===== src/sv/assert_macros.svh =====
// Assertion helpers for the page allocator
`ifndef ASSERT_MACROS_SVH
`define ASSERT_MACROS_SVH
`ifndef NO_ASSERTIONS
`define CPBA_ASSERT_IMP(label, clk, rst_n, ante, cons, msg) \
  label: assert property (@(posedge clk) disable iff (!rst_n) (ante) |-> (cons)) else $error(msg);
`define CPBA_ASSERT_NXT(label, clk, rst_n, ante, cons, msg) \
  label: assert property (@(posedge clk) disable iff (!rst_n) (ante) |=> (cons)) else $error(msg);
`else
`define CPBA_ASSERT_IMP(label, clk, rst_n, ante, cons, msg)
`define CPBA_ASSERT_NXT(label, clk, rst_n, ante, cons, msg)
`endif
`endif


===== src/sv/cpba_pkg.sv =====
`timescale 1ns / 1ps
package cpba_pkg;
  localparam int VIRT_PAGES  = 2048;
  localparam int PHYS_FRAMES = 1024;
  localparam int MEM_FRAMES  = 256;
  localparam int MEM_BOUND   = (MEM_FRAMES < PHYS_FRAMES) ? MEM_FRAMES : PHYS_FRAMES;
  localparam int DISK_BOUND  = PHYS_FRAMES - MEM_BOUND;
  localparam int WORD_W      = 32;
  localparam int BIT_W       = $clog2(WORD_W);
  localparam int NWORDS      = VIRT_PAGES / WORD_W;
  localparam int WIDX_W      = $clog2(NWORDS);
  localparam int VP_W        = 11;
  localparam int PP_W        = 10;
  localparam int CNT_W       = 12;
  localparam int MEMC_W      = 9;
  localparam int DISKC_W     = 10;
  localparam int VA_W        = $clog2(VIRT_PAGES);
  localparam int PA_W        = $clog2(PHYS_FRAMES);
  localparam int RUN_W       = $clog2(VIRT_PAGES + 1);

  typedef enum logic [1:0] {
    KIND_FIND  = 2'd0,
    KIND_MAP   = 2'd1,
    KIND_UNMAP = 2'd2,
    KIND_NONE  = 2'd3
  } kind_t;

  typedef enum logic [5:0] {
    ST_IDLE  = 6'b000001,
    ST_SCAN  = 6'b000010,
    ST_RDWD  = 6'b000100,
    ST_UPD   = 6'b001000,
    ST_WAITO = 6'b010000,
    ST_OUT   = 6'b100000
  } state_t;

  typedef struct packed {
    logic start_find;
    logic scan_step;
    logic rd_word;
    logic do_update;
    logic load_out;
  } cmd_t;

  typedef struct packed {
    logic scan_done;
    logic quick;
  } sts_t;
endpackage


===== src/sv/cpba_ctrl.sv =====
`timescale 1ns / 1ps
module cpba_ctrl (
  input  logic           clk,
  input  logic           rst_n,
  input  logic           in_fire,
  input  logic [1:0]     kind,
  input  cpba_pkg::sts_t sts,
  output cpba_pkg::cmd_t cmd,
  output logic           in_ready,
  output logic           out_valid,
  input  logic           out_ready
);
  import cpba_pkg::*;
  `include "assert_macros.svh"

  state_t state_r, state_nxt;
  logic ovalid_r, ovalid_nxt;

  always_comb begin
    state_nxt = state_r;
    ovalid_nxt = ovalid_r;
    cmd = '0;
    if (out_valid && out_ready) ovalid_nxt = 1'b0;
    unique case (state_r)
      ST_IDLE: begin
        if (in_fire) begin
          cmd.start_find = 1'b1;
          state_nxt = (kind == KIND_FIND) ? ST_SCAN : ST_RDWD;
        end
      end
      ST_SCAN: begin
        cmd.scan_step = 1'b1;
        if (sts.scan_done || sts.quick) state_nxt = ST_WAITO;
      end
      ST_RDWD: begin
        cmd.rd_word = 1'b1;
        state_nxt = ST_UPD;
      end
      ST_UPD: begin
        cmd.do_update = 1'b1;
        state_nxt = ST_WAITO;
      end
      ST_WAITO: begin
        // hold until the output register is free
        if (!ovalid_nxt) state_nxt = ST_OUT;
      end
      ST_OUT: begin
        cmd.load_out = 1'b1;
        ovalid_nxt = 1'b1;
        state_nxt = ST_IDLE;
      end
      default: state_nxt = ST_IDLE;
    endcase
  end

  always_ff @(posedge clk) begin
    if (!rst_n) begin
      state_r <= ST_IDLE;
      ovalid_r <= 1'b0;
    end else begin
      state_r <= state_nxt;
      ovalid_r <= ovalid_nxt;
    end
  end

  assign in_ready  = (state_r == ST_IDLE);
  assign out_valid = ovalid_r;

  `CPBA_ASSERT_NXT(a_load_sets_valid, clk, rst_n, cmd.load_out, ovalid_r, "result not shown")
  `CPBA_ASSERT_IMP(a_no_overwrite, clk, rst_n, cmd.load_out, !ovalid_r || out_ready, "result overwritten")
  `CPBA_ASSERT_IMP(a_onehot, clk, rst_n, 1'b1, $onehot(state_r), "state not one-hot")
endmodule


===== config.mk =====
export PLATFORM = sky130hd
export DESIGN_NAME = cpba_ctrl
export DESIGN_NICKNAME = d
export VERILOG_FILES = /design/src/sv/cpba_pkg.sv /design/src/sv/cpba_ctrl.sv
export VERILOG_INCLUDE_DIRS = /design/src /design/src/sv
export SDC_FILE = /design/constraint.sdc
export NUM_CORES = 1
export LEC_CHECK = 0
export BUFFER_PORTS_ARGS = -buffer_cell sky130_fd_sc_hd__buf_2
export CORE_AREA = 2 2 39 41
export CTS_CLUSTER_SIZE = 12
export DETAILED_ROUTE_END_ITERATION = 16
export DIE_AREA = 0 0 41 43
export SKIP_CTS_REPAIR_TIMING = 1
export SLEW_MARGIN = 20
export SYNTH_ARGS = -nofsm -noshare
export SYNTH_HDL_FRONTEND = slang
export SYNTH_SLANG_ARGS = --single-unit

===== constraint.sdc =====
create_clock -name clk -period 1.5 [get_ports clk]
set_input_delay 0.225 -clock clk [delete_from_list [all_inputs] [get_ports clk]]
set_output_delay 0.225 -clock clk [all_outputs]
set_load 0.005 [all_outputs]

==> out/results.ini <==
[status]
status = finished, violations left
violations = negative setup slack

[route]
dr.pass1.iters = 4
drtAntennaViolNets = 0
routed_wl_mm = 1.210
drc = 0
via_per_inst = 5.052
drt_iter0_drc = 5
routedWlPerCell_um = 12.60
via_count = 485

[logic_synthesis]
synth_top_family_by_area = simple AND/OR/NAND/NOR gates
netlist_area_um2 = 426.7
synth_fa_ha_area_frac = 0
postSynthCellCount = 50
synth_xor_xnor_area_share = 0.04106
syn_area_per_cell_um2 = 8.533
synth_area_leaders = dfxtp_1 (33%), nor3_1 (3.5%), o21ai_0 (3.5%)
synth_simple_gate_area_share = 0.3900
ys_ff_latch = 7
synth-edff-count = 0
synth-compound-area-share = 0.1642
ys_warn_count = 0
synth-seq-area-share = 0.3284
async_flop_share = 0
ys_types = 31
yosysTopAreaCellShare = 0.3284
yosysMostFrequentCell = dfxtp_1
syn_nets = 58
synthFlopType = dfxtp_1
synth_top_area_cell = dfxtp_1
synth.area.mux_share = 0.02346
yosys-top-cells-count = dfxtp_1 (7), nor2_1 (4), inv_1 (3), nor3_1 (3), o21ai_0 (3)

[global_route]
grt_max_degree = 8
grt_pass1_vias = 411
track_usage = 0.1567
antenna_found_initial = 0
grt_overflow = 0
grt_pass1_wl_mm = 1.787

[finish]
final_util = 0.5217
seq_area_um2 = 153.9
fin_nets = 89
syn_to_final_growth_pct = 69.21
final_layout_size_suffix_gt1_frac = 0.6375
finalNonFillerCells = 96
final_area_um2 = 721.9
antenna_cells = 0
fillers = 138
multi_input_area_um2 = 332.8

[clocking]
cts_root_buffer = clkbuf_4
clkTransAtPathRegs_ns = 0.05
cts_tree = done
htreeDepth = 1
cts.path.max_buffers = 2
clock_sinks = 7
clkLatencyLatePin_ns = 0.25
cts_made_buffers = 3

[worst_setup_path]
crit_required_ns = 1.27
critical_path_class = flip-flop to primary output
end_kind = primary output
cp-start-kind = flip-flop
crit_fanout = 3
cp.arrival_ns = 1.48

[placement]
hpwl_um = 851.4
dpl.cell_count = 89
routabilityCongestion = 0.7750
place_area_um2 = 581.8
port_buffers = 14

[sta]
holdWs_ns = 0.2551
setup_slack_ns = -0.2086
rsz0062_at_grt = true
setup_viol = 9
clock.fmax_mhz = 585.3
period_share = 1.139
period_needed_ns = 1.709
slew_violations = 0
clock_skew_ns = 0.006442
maxSlewHeadroom = 0.7953
tightestPinTransition_ns = 0.3047
hold_viol_final = 0

[power]
ir_drop_mv = 0.4769
power_density_nw_per_um2 = 726.8
finalPower_w = 0.0005247
total_leakage_power_nw = 0.3340

[floorplanning]
row_count = 14
die_area_um2 = 1763
start_util = 0.3083
fp.dieH_um = 43
core_area_um2 = 1384
die_w_um = 41
boundaryPins = 15

[run]
maxCapViolations = 0

[worst_hold_path]
min_path_type = primary input to flip-flop

[worst max-delay path, stage by stage (launching register included)]
cell     delay, ns
dfxtp_2       0.32
or4_4         0.53
or2_4         0.25
inv_2         0.05
buf_6         0.08
[path summary, 6_finish.rpt]
| path | from | end | slack, ns | cells past startpoint |
|---|---|---|---|---|
| max | state_r[0]$_SDFFE_PN1P_ | cmd[3] | -0.21 | 4 |
| min | kind[0] | state_r[2]$_SDFFE_PN0P_ | 0.26 | 3 |
| max reg2reg | state_r[0]$_SDFFE_PN1P_ | state_r[4]$_SDFFE_PN0P_ | -0.13 | 5 |
| min reg2reg | state_r[4]$_SDFFE_PN0P_ | state_r[4]$_SDFFE_PN0P_ | 0.52 | 2 |
[layer usage]
layer	up-vias	wire length, um	part of all wire	GRT usage
met5	-	0	0	0
met4	0	0	0	0.06000
met3	0	62	0.051	0.09424
met2	15	601	0.50	0.2063
met1	228	546	0.45	0.2039
li1	242	-	-	-
[cells by family after synthesis]
logic type	Yosys count
AO/OA/AOI/OAI	9
buffers and inverters	4
AND/OR/NAND/NOR	27
flip-flops	7
multiplexers	1
XOR/XNOR	2
[final cells by class]
cell class / instances / area share
inverters: 3 / 0.01560
flip-flops and latches: 7 / 0.2132
clock buffers: 4 / 0.03640
well taps: 16 / 0.02773
multi-input cells: 39 / 0.4610
repair buffers: 27 / 0.2461
[stage by stage]
step | TNS [ns] | setup WS [ns]
finish | -0.9826 | -0.2086
global route | -1.474 | -0.2560
CTS | -1.525 | -0.3313
detailed placement | -0.06940 | -0.02858
global placement | -0.3444 | -0.06635
floorplan | -0.01891 | -0.01891
[flip-flops by register name, summed over array words and instances (netlist names)]
signal	cells
out_valid	1
state_r	6
[layout by cell type (no fill, tap or decap), types with 2 or more instances in the layout]
cell type / n
buf_2: 13
buf_4: 12
nor2_1: 3
clkbuf_4: 3
dfxtp_4: 3
inv_2: 2
o21ai_0: 2
dfxtp_1: 2
buf_6: 2
dfxtp_2: 2
[power by group]
group / internal, W / switching (W)
combinational: 0.0000833 / 0.0000709
sequential: 0.000190 / 0.00000892
clock: 0.000102 / 0.0000696
total: 0.000375 / 0.000149
Power figures use the tool's default switching activity.
